`src/design/sawbs_pkg.sv`:
```
`default_nettype none
// ----------------------------------------------------------------------------
// sawbs_pkg
// Shared types and constants of the stop-and-wait block sender.
// ----------------------------------------------------------------------------
package sawbs_pkg;

  // largest payload of one block
  localparam int unsigned BLOCK_BYTES = 64;

  localparam int unsigned IMG_W   = 22;
  localparam int unsigned TICK_W  = 16;
  localparam int unsigned ID_W    = 16;
  localparam int unsigned SUM_W   = 16;
  localparam int unsigned BD_W    = 23;
  localparam int unsigned OLEN_W  = 7;
  localparam int unsigned LEN_W   = $clog2(BLOCK_BYTES + 1);
  localparam int unsigned ADDR_W  = 3;
  localparam int unsigned DATA_W  = 32;
  localparam int unsigned Q_DEPTH = 2;
  localparam int unsigned QCNT_W  = $clog2(Q_DEPTH + 1);
  localparam int unsigned QPTR_W  = $clog2(Q_DEPTH);

  localparam logic [ID_W-1:0]  END_ID        = 16'hFFFF;
  localparam logic [ID_W-1:0]  ACK_LEN_VALID = 16'd2;
  localparam logic [IMG_W-1:0] IMAGE_RESET   = 22'd129760;
  localparam logic [TICK_W-1:0] TIMEOUT_RESET = 16'd256;

  // register index, taken from paddr[2]
  localparam logic REG_IMAGE   = 1'b0;
  localparam logic REG_TIMEOUT = 1'b1;

  typedef enum logic [1:0] {
    MODE_TICK  = 2'd0,
    MODE_ACK   = 2'd1,
    MODE_BYTE  = 2'd2,
    MODE_START = 2'd3
  } mode_e;

  typedef enum logic [1:0] {
    KIND_FETCH  = 2'd0,
    KIND_HEADER = 2'd1,
    KIND_END    = 2'd2,
    KIND_NOTICE = 2'd3
  } kind_e;

  typedef struct packed {
    mode_e            mode;
    logic [ID_W-1:0]  ack_id;
    logic [15:0]      ack_length;
    logic [7:0]       payload_byte;
  } in_item_t;

  typedef struct packed {
    kind_e             kind;
    logic [ID_W-1:0]   block_number;
    logic [IMG_W-1:0]  byte_offset;
    logic [OLEN_W-1:0] block_length;
    logic [SUM_W-1:0]  block_sum;
  } out_item_t;

  // classified request between front and back; arg is ack id or payload byte
  typedef struct packed {
    mode_e           op;
    logic [ID_W-1:0] arg;
  } cmd_t;

endpackage
`default_nettype wire

```
`src/design/sawbs_front.sv`:
```
`default_nettype none
// ----------------------------------------------------------------------------
// sawbs_front
// Input side: accepts requests, drops malformed acknowledgements, and
// packs the rest into commands for the queue.
// ----------------------------------------------------------------------------
module sawbs_front (
  input  wire                 in_valid_i,
  input  sawbs_pkg::in_item_t in_data_i,
  output logic                in_stall_o,
  input  wire                 q_full_i,
  output logic                push_o,
  output sawbs_pkg::cmd_t     push_data_o
);
  import sawbs_pkg::*;

  logic keep;

  // only 2-byte acknowledgements carry meaning
  always_comb begin
    keep = 1'b1;
    if (in_data_i.mode == MODE_ACK && in_data_i.ack_length != ACK_LEN_VALID) begin
      keep = 1'b0;
    end
  end

  assign in_stall_o       = q_full_i;
  assign push_o           = in_valid_i && !q_full_i && keep;
  assign push_data_o.op   = in_data_i.mode;
  assign push_data_o.arg  = (in_data_i.mode == MODE_BYTE) ?
                            {{(ID_W-8){1'b0}}, in_data_i.payload_byte} :
                            in_data_i.ack_id;

endmodule
`default_nettype wire

```
`src/design/sawbs_queue.sv`:
```
`default_nettype none
// ----------------------------------------------------------------------------
// sawbs_queue
// Small command FIFO between the front and back halves.
// ----------------------------------------------------------------------------
module sawbs_queue (
  input  wire                clk_i,
  input  wire                rst_ni,
  input  wire                push_i,
  input  sawbs_pkg::cmd_t    push_data_i,
  output logic               full_o,
  output logic               pop_valid_o,
  output sawbs_pkg::cmd_t    pop_data_o,
  input  wire                pop_i
);
  import sawbs_pkg::*;

  cmd_t              mem_q [Q_DEPTH];
  logic [QPTR_W-1:0] wr_ptr_q, wr_ptr_d;
  logic [QPTR_W-1:0] rd_ptr_q, rd_ptr_d;
  logic [QCNT_W-1:0] count_q, count_d;
  logic              do_pop;

  assign full_o      = (count_q == QCNT_W'(Q_DEPTH));
  assign pop_valid_o = (count_q != '0);
  assign pop_data_o  = mem_q[rd_ptr_q];
  assign do_pop      = pop_i && pop_valid_o;

  always_comb begin
    wr_ptr_d = wr_ptr_q;
    rd_ptr_d = rd_ptr_q;
    count_d  = count_q;
    if (push_i) begin
      wr_ptr_d = (wr_ptr_q == QPTR_W'(Q_DEPTH - 1)) ? '0 : wr_ptr_q + 1'b1;
    end
    if (do_pop) begin
      rd_ptr_d = (rd_ptr_q == QPTR_W'(Q_DEPTH - 1)) ? '0 : rd_ptr_q + 1'b1;
    end
    if (push_i && !do_pop) begin
      count_d = count_q + 1'b1;
    end else if (!push_i && do_pop) begin
      count_d = count_q - 1'b1;
    end
  end

  always_ff @(posedge clk_i or negedge rst_ni) begin
    if (!rst_ni) begin
      wr_ptr_q <= '0;
      rd_ptr_q <= '0;
      count_q  <= '0;
    end else begin
      wr_ptr_q <= wr_ptr_d;
      rd_ptr_q <= rd_ptr_d;
      count_q  <= count_d;
    end
  end

  always_ff @(posedge clk_i) begin
    if (push_i) begin
      mem_q[wr_ptr_q] <= push_data_i;
    end
  end

  a_count_bound : assert property (@(posedge clk_i) disable iff (!rst_ni)
    count_q <= QCNT_W'(Q_DEPTH))
    else $error("queue count out of range");

  a_no_overflow : assert property (@(posedge clk_i) disable iff (!rst_ni)
    !(push_i && full_o))
    else $error("push into full queue");

  a_count_track : assert property (@(posedge clk_i) disable iff (!rst_ni)
    (push_i && !do_pop) |=> count_q == $past(count_q) + 1'b1)
    else $error("queue count not advanced on push");

endmodule
`default_nettype wire

```
`src/design/sawbs_back.sv`:
```
`default_nettype none
// ----------------------------------------------------------------------------
// sawbs_back
// Execution side: transfer state, checksum, retransmit timer and the
// registered result stage.
// ----------------------------------------------------------------------------
module sawbs_back (
  input  wire                              clk_i,
  input  wire                              rst_ni,
  input  wire [sawbs_pkg::IMG_W-1:0]       image_bytes_i,
  input  wire [sawbs_pkg::TICK_W-1:0]      timeout_ticks_i,
  input  wire                              q_valid_i,
  input  sawbs_pkg::cmd_t                  q_data_i,
  output logic                             q_pop_o,
  output logic                             out_valid_o,
  output sawbs_pkg::out_item_t             out_data_o,
  input  wire                              out_stall_i
);
  import sawbs_pkg::*;

  logic [ID_W-1:0]   next_block_q, next_block_d;
  logic [BD_W-1:0]   bytes_done_q, bytes_done_d;
  logic              awaiting_q, awaiting_d;
  logic              collecting_q, collecting_d;
  logic [LEN_W-1:0]  collected_q, collected_d;
  logic [SUM_W-1:0]  sum_q, sum_d;
  logic [TICK_W-1:0] ticks_q, ticks_d;
  logic              out_valid_q, out_valid_d;
  out_item_t         out_q, out_d;

  logic              issue;
  logic [BD_W-1:0]   image_ext;
  logic [BD_W-1:0]   rem;
  logic [LEN_W-1:0]  cur_len;
  logic [LEN_W-1:0]  coll_inc;
  logic [SUM_W-1:0]  sum_inc;
  logic              ack_match;
  logic              do_req;
  logic [BD_W-1:0]   req_bd;
  logic [ID_W-1:0]   req_nb;
  logic [BD_W-1:0]   req_rem;
  logic              req_done;
  logic [LEN_W-1:0]  req_len;
  logic              emit;
  out_item_t         res;

  assign issue   = q_valid_i && (!out_valid_q || !out_stall_i);
  assign q_pop_o = issue;

  assign image_ext = {1'b0, image_bytes_i};
  assign rem       = image_ext - bytes_done_q;
  always_comb begin
    if (bytes_done_q >= image_ext) begin
      cur_len = '0;
    end else if (rem < BD_W'(BLOCK_BYTES)) begin
      cur_len = rem[LEN_W-1:0];
    end else begin
      cur_len = LEN_W'(BLOCK_BYTES);
    end
  end

  assign coll_inc  = collected_q + 1'b1;
  assign sum_inc   = sum_q + {{(SUM_W-8){1'b0}}, q_data_i.arg[7:0]};
  assign ack_match = (awaiting_q || collecting_q) && (q_data_i.arg == next_block_q);

  // length of the block that a fetch would ask for
  assign req_rem = image_ext - req_bd;
  always_comb begin
    req_done = (req_bd >= image_ext);
    if (req_done) begin
      req_len = '0;
    end else if (req_rem < BD_W'(BLOCK_BYTES)) begin
      req_len = req_rem[LEN_W-1:0];
    end else begin
      req_len = LEN_W'(BLOCK_BYTES);
    end
  end

  // request decode: where the new fetch starts from
  always_comb begin
    do_req = 1'b0;
    req_bd = bytes_done_q;
    req_nb = next_block_q;
    unique case (q_data_i.op)
      MODE_START: begin
        do_req = 1'b1;
        req_bd = '0;
        req_nb = '0;
      end
      MODE_TICK: begin
        do_req = awaiting_q && (ticks_q <= TICK_W'(1));
      end
      MODE_ACK: begin
        do_req = ack_match;
        req_bd = bytes_done_q + {{(BD_W-LEN_W){1'b0}}, cur_len};
        req_nb = next_block_q + 1'b1;
      end
      MODE_BYTE: begin
        do_req = 1'b0;
      end
      default: begin
        do_req = 1'b0;
      end
    endcase
  end

  always_comb begin
    next_block_d = next_block_q;
    bytes_done_d = bytes_done_q;
    awaiting_d   = awaiting_q;
    collecting_d = collecting_q;
    collected_d  = collected_q;
    sum_d        = sum_q;
    ticks_d      = ticks_q;
    emit         = 1'b0;
    res          = '{kind: KIND_FETCH, block_number: '0, byte_offset: '0,
                     block_length: '0, block_sum: '0};

    if (issue) begin
      if (do_req) begin
        next_block_d = req_nb;
        bytes_done_d = req_bd;
        awaiting_d   = 1'b0;
        collected_d  = '0;
        sum_d        = '0;
        collecting_d = !req_done;
        emit         = 1'b1;
        if (q_data_i.op != MODE_START) begin
          ticks_d = '0;
        end
        if (req_done) begin
          res.kind         = KIND_END;
          res.block_number = END_ID;
        end else begin
          res.kind         = KIND_FETCH;
          res.block_number = req_nb;
          res.byte_offset  = req_bd[IMG_W-1:0];
          res.block_length = OLEN_W'(req_len);
        end
      end else begin
        case (q_data_i.op)
          MODE_BYTE: begin
            if (collecting_q) begin
              sum_d       = sum_inc;
              collected_d = coll_inc;
              if (coll_inc >= cur_len) begin
                collecting_d     = 1'b0;
                awaiting_d       = 1'b1;
                ticks_d          = timeout_ticks_i;
                emit             = 1'b1;
                res.kind         = KIND_HEADER;
                res.block_number = next_block_q;
                res.byte_offset  = bytes_done_q[IMG_W-1:0];
                res.block_length = OLEN_W'(coll_inc);
                res.block_sum    = sum_inc;
              end
            end
          end
          MODE_TICK: begin
            if (awaiting_q) begin
              ticks_d = ticks_q - 1'b1;
            end
          end
          MODE_ACK: begin
            if (q_data_i.arg == END_ID) begin
              emit             = 1'b1;
              res.kind         = KIND_NOTICE;
              res.block_number = END_ID;
            end
          end
          default: begin
          end
        endcase
      end
    end
  end

  always_comb begin
    out_valid_d = out_valid_q;
    out_d       = out_q;
    if (issue && emit) begin
      out_valid_d = 1'b1;
      out_d       = res;
    end else if (out_valid_q && !out_stall_i) begin
      out_valid_d = 1'b0;
    end
  end

  always_ff @(posedge clk_i or negedge rst_ni) begin
    if (!rst_ni) begin
      next_block_q <= '0;
      bytes_done_q <= '0;
      awaiting_q   <= 1'b0;
      collecting_q <= 1'b0;
      collected_q  <= '0;
      sum_q        <= '0;
      ticks_q      <= '0;
      out_valid_q  <= 1'b0;
    end else begin
      next_block_q <= next_block_d;
      bytes_done_q <= bytes_done_d;
      awaiting_q   <= awaiting_d;
      collecting_q <= collecting_d;
      collected_q  <= collected_d;
      sum_q        <= sum_d;
      ticks_q      <= ticks_d;
      out_valid_q  <= out_valid_d;
    end
  end

  always_ff @(posedge clk_i) begin
    out_q <= out_d;
  end

  assign out_valid_o = out_valid_q;
  assign out_data_o  = out_q;

  a_phase_excl : assert property (@(posedge clk_i) disable iff (!rst_ni)
    !(awaiting_q && collecting_q))
    else $error("collecting and awaiting ack at once");

  a_count_bound : assert property (@(posedge clk_i) disable iff (!rst_ni)
    collected_q <= LEN_W'(BLOCK_BYTES))
    else $error("block byte count past block size");

  a_header_arms : assert property (@(posedge clk_i) disable iff (!rst_ni)
    (issue && emit && res.kind == KIND_HEADER) |=> awaiting_q && out_valid_q)
    else $error("header did not arm retransmit wait");

endmodule
`default_nettype wire

```
`src/design/stop_and_wait_block_sender.sv`:
```
`default_nettype none
// ----------------------------------------------------------------------------
// stop_and_wait_block_sender
// Stop-and-wait sender that cuts an image into blocks, checksums them and
// retransmits on timeout.
// ----------------------------------------------------------------------------
// Usage:
//   in channel  : in_valid_i / in_stall_o / in_data_i; mode selects tick,
//                 acknowledgement, payload byte or start.
//   out channel : out_valid_o / out_stall_i / out_data_o; fetch requests,
//                 block headers, end header and final-ack notices.
//   APB port    : image size at 0x0, timeout in ticks at 0x4; write only
//                 while the block is idle.
//   Throughput is one request per cycle unless out_stall_i holds the
//   result register or the queue is full. A taken request passes the
//   command queue, then the execute stage, which owns all transfer
//   state, issues one command per cycle and registers its result.
//   When the receiver stalls, the result register holds; the queue still
//   takes up to two requests before in_stall_o rises.
//   Reset clears the transfer state, empties the queue and loads the
//   default image size and timeout.
// ----------------------------------------------------------------------------
module stop_and_wait_block_sender (
  input  wire                               clk_i,
  input  wire                               rst_ni,
  input  wire                               in_valid_i,
  input  sawbs_pkg::in_item_t               in_data_i,
  output logic                              in_stall_o,
  output logic                              out_valid_o,
  output sawbs_pkg::out_item_t              out_data_o,
  input  wire                               out_stall_i,
  input  wire                               psel,
  input  wire                               penable,
  input  wire                               pwrite,
  input  wire [sawbs_pkg::ADDR_W-1:0]       paddr,
  input  wire [sawbs_pkg::DATA_W-1:0]       pwdata,
  output logic [sawbs_pkg::DATA_W-1:0]      prdata,
  output logic                              pready
);
  import sawbs_pkg::*;

  logic [IMG_W-1:0]  image_q, image_d;
  logic [TICK_W-1:0] timeout_q, timeout_d;
  logic              cfg_wr;
  logic              q_full;
  logic              push;
  cmd_t              push_data;
  logic              q_valid;
  cmd_t              q_data;
  logic              q_pop;

  assign pready = 1'b1;
  assign cfg_wr = psel && penable && pwrite && pready;

  always_comb begin
    image_d   = image_q;
    timeout_d = timeout_q;
    if (cfg_wr) begin
      unique case (paddr[2])
        REG_IMAGE:   image_d   = pwdata[IMG_W-1:0];
        REG_TIMEOUT: timeout_d = pwdata[TICK_W-1:0];
        default: begin
        end
      endcase
    end
  end

  always_comb begin
    unique case (paddr[2])
      REG_IMAGE:   prdata = {{(DATA_W-IMG_W){1'b0}}, image_q};
      REG_TIMEOUT: prdata = {{(DATA_W-TICK_W){1'b0}}, timeout_q};
      default:     prdata = '0;
    endcase
  end

  always_ff @(posedge clk_i or negedge rst_ni) begin
    if (!rst_ni) begin
      image_q   <= IMAGE_RESET;
      timeout_q <= TIMEOUT_RESET;
    end else begin
      image_q   <= image_d;
      timeout_q <= timeout_d;
    end
  end

  sawbs_front u_front (
    .in_valid_i  (in_valid_i),
    .in_data_i   (in_data_i),
    .in_stall_o  (in_stall_o),
    .q_full_i    (q_full),
    .push_o      (push),
    .push_data_o (push_data)
  );

  sawbs_queue u_queue (
    .clk_i       (clk_i),
    .rst_ni      (rst_ni),
    .push_i      (push),
    .push_data_i (push_data),
    .full_o      (q_full),
    .pop_valid_o (q_valid),
    .pop_data_o  (q_data),
    .pop_i       (q_pop)
  );

  sawbs_back u_back (
    .clk_i           (clk_i),
    .rst_ni          (rst_ni),
    .image_bytes_i   (image_q),
    .timeout_ticks_i (timeout_q),
    .q_valid_i       (q_valid),
    .q_data_i        (q_data),
    .q_pop_o         (q_pop),
    .out_valid_o     (out_valid_o),
    .out_data_o      (out_data_o),
    .out_stall_i     (out_stall_i)
  );

endmodule
`default_nettype wire
```
`config.mk`:
```
export PLATFORM = sky130hd
export DESIGN_NAME = stop_and_wait_block_sender
export DESIGN_NICKNAME = d
export VERILOG_FILES = /design/src/design/sawbs_pkg.sv /design/src/design/sawbs_front.sv /design/src/design/sawbs_queue.sv /design/src/design/sawbs_back.sv /design/src/design/stop_and_wait_block_sender.sv
export SDC_FILE = /design/constraint.sdc
export NUM_CORES = 1
export LEC_CHECK = 0
export ABC_CLOCK_PERIOD_IN_PS = 15850
export BUFFER_PORTS_ARGS = -buffer_cell sky130_fd_sc_hd__buf_2
export CORE_MARGIN = 8
export CORE_UTILIZATION = 60
export DETAILED_ROUTE_END_ITERATION = 6
export PLACE_DENSITY = 0.91
export SLEW_MARGIN = 40
export SYNTH_ARGS = -nofsm -noshare
export SYNTH_HDL_FRONTEND = slang
export SYNTH_SLANG_ARGS = --single-unit
```
`constraint.sdc`:
```
create_clock -name clk_i -period 15.85 [get_ports clk_i]
set_input_delay 0.7925 -clock clk_i [delete_from_list [all_inputs] [get_ports clk_i]]
set_output_delay 0.7925 -clock clk_i [all_outputs]
set_load 0.005 [all_outputs]
```
Word-level counts from Yosys, hierarchy flattened
Memory sizes are Yosys's and may differ from the RTL's. Cells that the tools add are included.

Input port bits: 84. Output and inout port bits: 98. Bits in writable memories: 36. Bits in registers: 186. Memories: 1.

Mux-type cells: 51. $add $sub $neg: 11. Equality and inequality tests: 14. Bitwise operators: 5. $lt $le $gt $ge: 6. Reductions and logical operators: 37.

Memory list: u_queue.mem_q (depth 2, width 18, read ports 1, clocked after Yosys merged registers in 0, write ports 1, line sawbs_queue.sv:18) `cmd_t mem_q [Q_DEPTH];`.

Operator list (number): $mux 16 (9); $pmux 16 s2 (2); $pmux 32 s2 (1); $mux 63 (1); $mux 62 (1); $mux 47 (1); $ge 23x22->1 (2); $lt 23x7->1 const B (2); $pmux 23 s2 (1); $sub 22x23->23 (2); $mux 45 (1); $mux 7 (6); $mux 18 (2); $pmux 18 s2 (1); $mux 29 (1); $add 23x7->23 (1); $mux 1 (20); $add 16x1->16 const B (1); $add 16x8->16 (1); $eq 16x16->1 (1); $eq 16x16->1 const B (1); $le 16x1->1 const B (1); $ne 16x2->1 const B (1); $sub 16x1->16 const B (1); 24 further kinds (63).

Depth between registers and ports, before layout
Word-level depth: 12. Mapped depth: 35.

Cells and area by module
Synthesis repeated with hierarchy kept, for this count alone.

Cell total of the unflattened synthesis: 1506. Area, all modules: 14601.5 um^2.

Modules (own cells, without submodules): sawbs_back (cells each 1285, sequential area each 3918.8 um^2, area an instance 10905.5 um^2, instances 1); stop_and_wait_block_sender (cells each 119, sequential area each 964.7 um^2, area an instance 1875.5 um^2, instances 1); sawbs_queue (cells each 72, sequential area each 1181.1 um^2, area an instance 1539.0 um^2, instances 1); sawbs_front (cells each 30, sequential area each 0.0 um^2, area an instance 281.5 um^2, instances 1).

Worst setup path before layout
No wires, ideal clock.

Path type: reg2reg. Start point: reg u_back.bytes_done_q[0]. End point: reg u_back.out_q, in the netlist u_back.out_data_o[30] (data pin). Required time: 15576 ps. Setup slack: 8332 ps. Stages on the path, launching flop included: 31. Setup time: 274 ps. Arrival time: 7244 ps. Clock period less this slack: 7518 ps. Cells stage by stage: dfrtp_1 > ha_1 > fa_1 > nand2b_1 > a21oi_2 > o21ai_1 > or4b_1 > a211oi_1 > a21oi_1 > or4_4 > nor4_4 > buf_6 > and3_1 > ha_1 > a21oi_1 > a21boi_0 > o311ai_1 > o21ai_0 > a21oi_1 > inv_1 > ha_1 > a21oi_1 > o21ai_0 > a311o_1 > nor3_1 > o21ai_0 > o2111a_1 > buf_2 > nand2_1 > clkbuf_1 > o22ai_1.

Word-level cells in the longest chain between the ends: 9. Elaborated cells on any way between the ends: 14. Those cells by class: add/sub: 2; order compare: 4; mux: 8.

Ends and longest elaborated chain: start: declaration (line sawbs_back.sv:22) `logic [BD_W-1:0] bytes_done_q, bytes_done_d;`; start signal: assignment (line sawbs_back.sv:201) `bytes_done_q <= bytes_done_d;`; $sub 22x23->23 (line sawbs_back.sv:51) `assign rem = image_ext - bytes_done_q;`; $lt 23x7->1 (line sawbs_back.sv:55) `end else if (rem < BD_W'(BLOCK_BYTES)) begin`; $mux 7 (line sawbs_back.sv:55); $mux 7 (line sawbs_back.sv:53) `if (bytes_done_q >= image_ext) begin`; $add 23x7->23 or $ge 7x7->1 (tied branches) (line sawbs_back.sv:95, sawbs_back.sv:146); $pmux 23 s2 or $mux 62 (tied branches) (line sawbs_back.sv:84, sawbs_back.sv:146); $ge 23x22->1 or $mux 63 (tied branches) (line sawbs_back.sv:69, sawbs_back.sv:143); $mux 29 or $mux 45 (tied branches) (line sawbs_back.sv:131, sawbs_back.sv:141); $mux 47 (*) (line sawbs_back.sv:120) `if (do_req) begin`; end signal: assignment (line sawbs_back.sv:212) `out_q <= out_d;`; end: declaration (line sawbs_back.sv:29) `out_item_t out_q, out_d;`.

Every way passes the cells marked *; elsewhere a longest branch is shown, timed or not. A chain may end at the register's enable or synchronous reset.

Final worst setup path
Start point: reg image_q[0]. End point: reg u_back.out_q, in the netlist u_back.out_data_o[31] (data pin).

Word-level cells in the longest chain between the ends: 9. Elaborated cells on any way between the ends: 14. Those cells by class: add/sub: 2; order compare: 4; mux: 8.

Ends and longest elaborated chain: start: declaration (line stop_and_wait_block_sender.sv:42) `logic [IMG_W-1:0] image_q, image_d;`; start signal: assignment (line stop_and_wait_block_sender.sv:81) `image_q <= image_d;`; $sub 22x23->23 (line sawbs_back.sv:51); $lt 23x7->1 (line sawbs_back.sv:55); $mux 7 (line sawbs_back.sv:55); $mux 7 (line sawbs_back.sv:53); $add 23x7->23 or $ge 7x7->1 (tied branches) (line sawbs_back.sv:95, sawbs_back.sv:146); $pmux 23 s2 or $mux 62 (tied branches) (line sawbs_back.sv:84, sawbs_back.sv:146); $ge 23x22->1 or $mux 63 (tied branches) (line sawbs_back.sv:69, sawbs_back.sv:143); $mux 29 or $mux 45 (tied branches) (line sawbs_back.sv:131, sawbs_back.sv:141); $mux 47 (*) (line sawbs_back.sv:120).

Marked as above.

==> flow_metrics.env <==
export IMPL_maxCapViolCount=0
export IMPL_start_kind="flip-flop"
export IMPL_fin_crit_sh_pct=63.8
export IMPL_route_final_wire_length_um=42200
export IMPL_diodes=0
export IMPL_worstSetupPathType="flip-flop to flip-flop"
export IMPL_die_x_um=172
export IMPL_crit_buf_inv=3
export IMPL_max_slew_margin_rel_pct=40.9
export IMPL_start_util_pct=60.6
export IMPL_hpwl_um=30800
export IMPL_grt_max_degree=78
export IMPL_ioPinCount=182
export IMPL_clkPwrFrac_pct=21.4
export IMPL_grt_pass1_vias=12635
export IMPL_via_per_inst=6.49
export IMPL_pwr_share_seq_pct=31.6
export IMPL_final_antenna_net_count=0
export IMPL_core_um2=24200
export IMPL_end_kind="flip-flop"
export IMPL_required_ns=16.16
export IMPL_critPathMaxStageDelay_ns=0.74
export IMPL_cts_root_buf="clkbuf_16"
export IMPL_rsz0062_at_grt="no"
export IMPL_seq_area_frac_synth_pct=41.4
export IMPL_p_switching_mw=1.15
export IMPL_synth_seq_cells=222
export IMPL_drv_slew=0
export IMPL_routedWlPerCell_um=20.8
export IMPL_dr_pass1_iters=6
export IMPL_drtIter0Drc=1425
export IMPL_htreeDepth=1
export IMPL_synth_cell_type_count=85
export IMPL_hold_viol_final=0
export IMPL_status="completed"
export IMPL_antenna_found_initial=0
export IMPL_syn_inst=1573
export IMPL_peakVddDrop_uv=108
export IMPL_internal_power_mw=1.58
export IMPL_yosys_warnings=0
export IMPL_clk_latency_ns=0.52
export IMPL_cts_buffer_depth=3
export IMPL_post_route_util_pct=68.0
export IMPL_cts_resized=0
export IMPL_io_buffer_count=158
export IMPL_worstMarginPinSlew_ns=0.882
export IMPL_layout_common_cells="170 x nand2_1, 157 x buf_2, 137 x o21ai_0, 112 x dfrtp_1, 104 x a21oi_1"
export IMPL_crit_family="simple AND/OR/NAND/NOR gates"
export IMPL_r2r_start="image_q[0]"
export IMPL_die_area_um2=29700
export IMPL_cts_reportedPaths_clkPinSlew_ns=0.06
export IMPL_cts_sinks=222
export IMPL_holdCritPathClass="input pin to async pin"
export IMPL_cp_max_fo=23
export IMPL_grt_overflow=0
export IMPL_synth_area_per_cell_um2=9.31
export IMPL_die_height_um=172
export IMPL_critPathSlowestCell="o2111a_1"
export IMPL_clock_skew_ns=0.0129
export IMPL_synthArstFlopShare_pct=55.4
export IMPL_rows=57
export IMPL_final_setup_viol_count=0
export IMPL_drive_gt1_share_pct=18.4
export IMPL_netlist_area_um2=14600
export IMPL_fillCellCount=1763
export IMPL_cts_setup_buffers=0
export IMPL_grt_pass1_wl_um=65800
export IMPL_p_comb_share_pct=47.0
export IMPL_gp_congestion=0.944
export IMPL_fin_nets=1854
export IMPL_grt_use_total_pct=27.6
export IMPL_r2r_setup_slack_ns=5.74
export IMPL_synth_flop_cell="dfrtp_1"
export IMPL_finalSetupTns_ns=0
export IMPL_p_per_area_nw_per_um2=166
export IMPL_worstPathArrival_ns=10.41
export IMPL_fin_crit_ns=10.11
export IMPL_p_sw_share_pct=42.0
export IMPL_synth_edf_count=99
export IMPL_area_growth_pct=12.3
export IMPL_crit_start="image_q[0]"
export IMPL_cts_hold_buf=0
export IMPL_layout_commonest_cell="nand2_1"
export IMPL_numCtsBuffers=24
export IMPL_cts_tree="yes"
export IMPL_via_count=13197
export IMPL_drcViolationCount=0
export IMPL_cellLeakagePower_nw=6.75
export IMPL_timing_fmax_mhz=99.0
cells in the mapped netlist, types with 4 or more instances:
| cell type | instances | area (um^2) |
|---|---|---|
| mux2i_1 | 25 | 250 |
| ha_1 | 76 | 951 |
| nor4_1 | 19 | 119 |
| a21boi_0 | 7 | 52.6 |
| a31o_2 | 4 | 35.0 |
| or3_1 | 15 | 93.8 |
| xnor2_1 | 58 | 508 |
| nand2b_1 | 14 | 87.6 |
| o21a_1 | 12 | 90.1 |
| buf_2 | 6 | 30.0 |
| fa_1 | 4 | 80.1 |
| and4_1 | 7 | 61.3 |
| a22oi_1 | 4 | 30.0 |
| a211oi_1 | 9 | 67.6 |
| dfstp_2 | 11 | 289 |
| o21ai_0 | 137 | 686 |
| o211ai_1 | 10 | 75.1 |
| a31oi_1 | 11 | 68.8 |
| o31ai_1 | 19 | 143 |
| xor2_1 | 24 | 210 |
| nor2b_1 | 19 | 119 |
| edfxtp_1 | 99 | 2970 |
| nand2_1 | 172 | 646 |
| nand3_1 | 45 | 225 |
| nor3b_1 | 4 | 30.0 |
| and2_1 | 16 | 100 |
| and3_1 | 18 | 113 |
| o21ai_1 | 5 | 25.0 |
| clkbuf_1 | 66 | 248 |
| buf_4 | 12 | 90.1 |
| o22ai_1 | 26 | 163 |
| o21bai_1 | 6 | 45.0 |
| a21oi_1 | 105 | 526 |
| o221a_2 | 12 | 135 |
| inv_1 | 64 | 240 |
| nor3_1 | 43 | 215 |
| dfrtp_1 | 112 | 2800 |
| o211a_1 | 5 | 50.1 |
| buf_1 | 4 | 15.0 |
| a211o_1 | 5 | 43.8 |
| a22o_1 | 6 | 52.6 |
| nor2_1 | 98 | 368 |
| nand4_1 | 22 | 138 |
| mux2_2 | 57 | 642 |
| a21o_1 | 20 | 150 |
layout make-up:
| cell class | count | area (um^2) | area share (%) |
|---|---|---|---|
| Clock inverter | 12 | 149 | 0.905 |
| Tap cell | 324 | 405 | 2.46 |
| Multi-Input combinational cell | 1205 | 8010 | 48.7 |
| Clock buffer | 32 | 672 | 4.09 |
| Sequential cell | 222 | 6060 | 36.9 |
| Inverter | 65 | 244 | 1.48 |
| Timing Repair Buffer | 172 | 906 | 5.51 |
worst reg2reg max path, delay by kind of cell, from the launching register on:
kind                       cells  cell delay, ns
buffers and inverters          3            0.27
DFF                            1            0.33
AOI/OAI and AO/OA             11            3.56
and+or+nand+nor               11            4.03
adders and majority gates      5            1.71
metrics by stage:
stage                     power (mW)  cells  hold slack, ns  area [um^2]  setup slack (ns)
after floorplan                 1.74   1582           0.450        14700              8.33
after global placement          2.06   1987           0.468        15600              5.95
after detailed placement        2.11   1987           0.494        15600              6.26
after CTS                       2.70   2031           0.419        16400              6.09
after global routing            2.88   2032           0.320        16400              5.34
final                           2.73   2032           0.271        16400              5.74
kinds of logic (layout without fill, tap and decap cells):
family                   Yosys count  count (layout)  share of synthesized area (%)
flip-flops                       222             222                           41.4
adder cells (fa/ha/maj)           80              80                           7.04
multiplexers                      83              83                           6.24
buffers and inverters            155             281                           4.43
AO/OA/AOI/OAI                    434             434                           18.7
other                              2              11                         0.0513
AND/OR/NAND/NOR                  515             515                           17.3
XOR/XNOR                          82              82                           4.90
per-layer routing:
metal / vias up / global-route usage (%) / wire length [um]
li1: 5992 / - / -
met1: 6241 / 34.7 / 16100
met2: 804 / 45.9 / 20100
met3: 160 / 4.59 / 4010
met4: 0 / 13.3 / 2020
met5: - / 0 / 0
flip-flops by register name (all words and copies together) (netlist names):
name and flops:
u_back.next_block_q 16, u_back.collected_q 7, u_back.sum_q 16, timeout_q 16, u_queue.wr_ptr_q 1, u_queue.rd_ptr_q 1, u_back.ticks_q 16, u_back.collecting_q 1
u_back.awaiting_q 1, image_q 22, u_back.bytes_done_q 23, u_back.out_valid_o 1, u_queue.mem_q 36, u_queue.count_q 2, u_back.out_data_o 63
power by group through the flow:
stage | Combinational [mW] | Clock (mW) | Sequential, mW
6_report | 1.28 | 0.583 | 0.864
5_1_grt | 1.40 | 0.607 | 0.875
4_1_cts | 1.26 | 0.586 | 0.861
3_5_place_dp | 1.24 | 0 | 0.870
3_3_place_gp | 1.20 | 0 | 0.863
2_1_floorplan | 0.908 | 0 | 0.837
final timing paths:
check,depth (start not counted),end
setup reg to reg,30,u_back.out_data_o[31]
setup / recovery,30,u_back.out_data_o[31]
hold reg to reg,2,u_back.ticks_q[9]
min in group clk_i,2,u_back.ticks_q[9]
hold / removal,1,timeout_q[12]
max in group asynchronous,2,u_back.sum_q[7]
(Power assumes the default switching activity.)
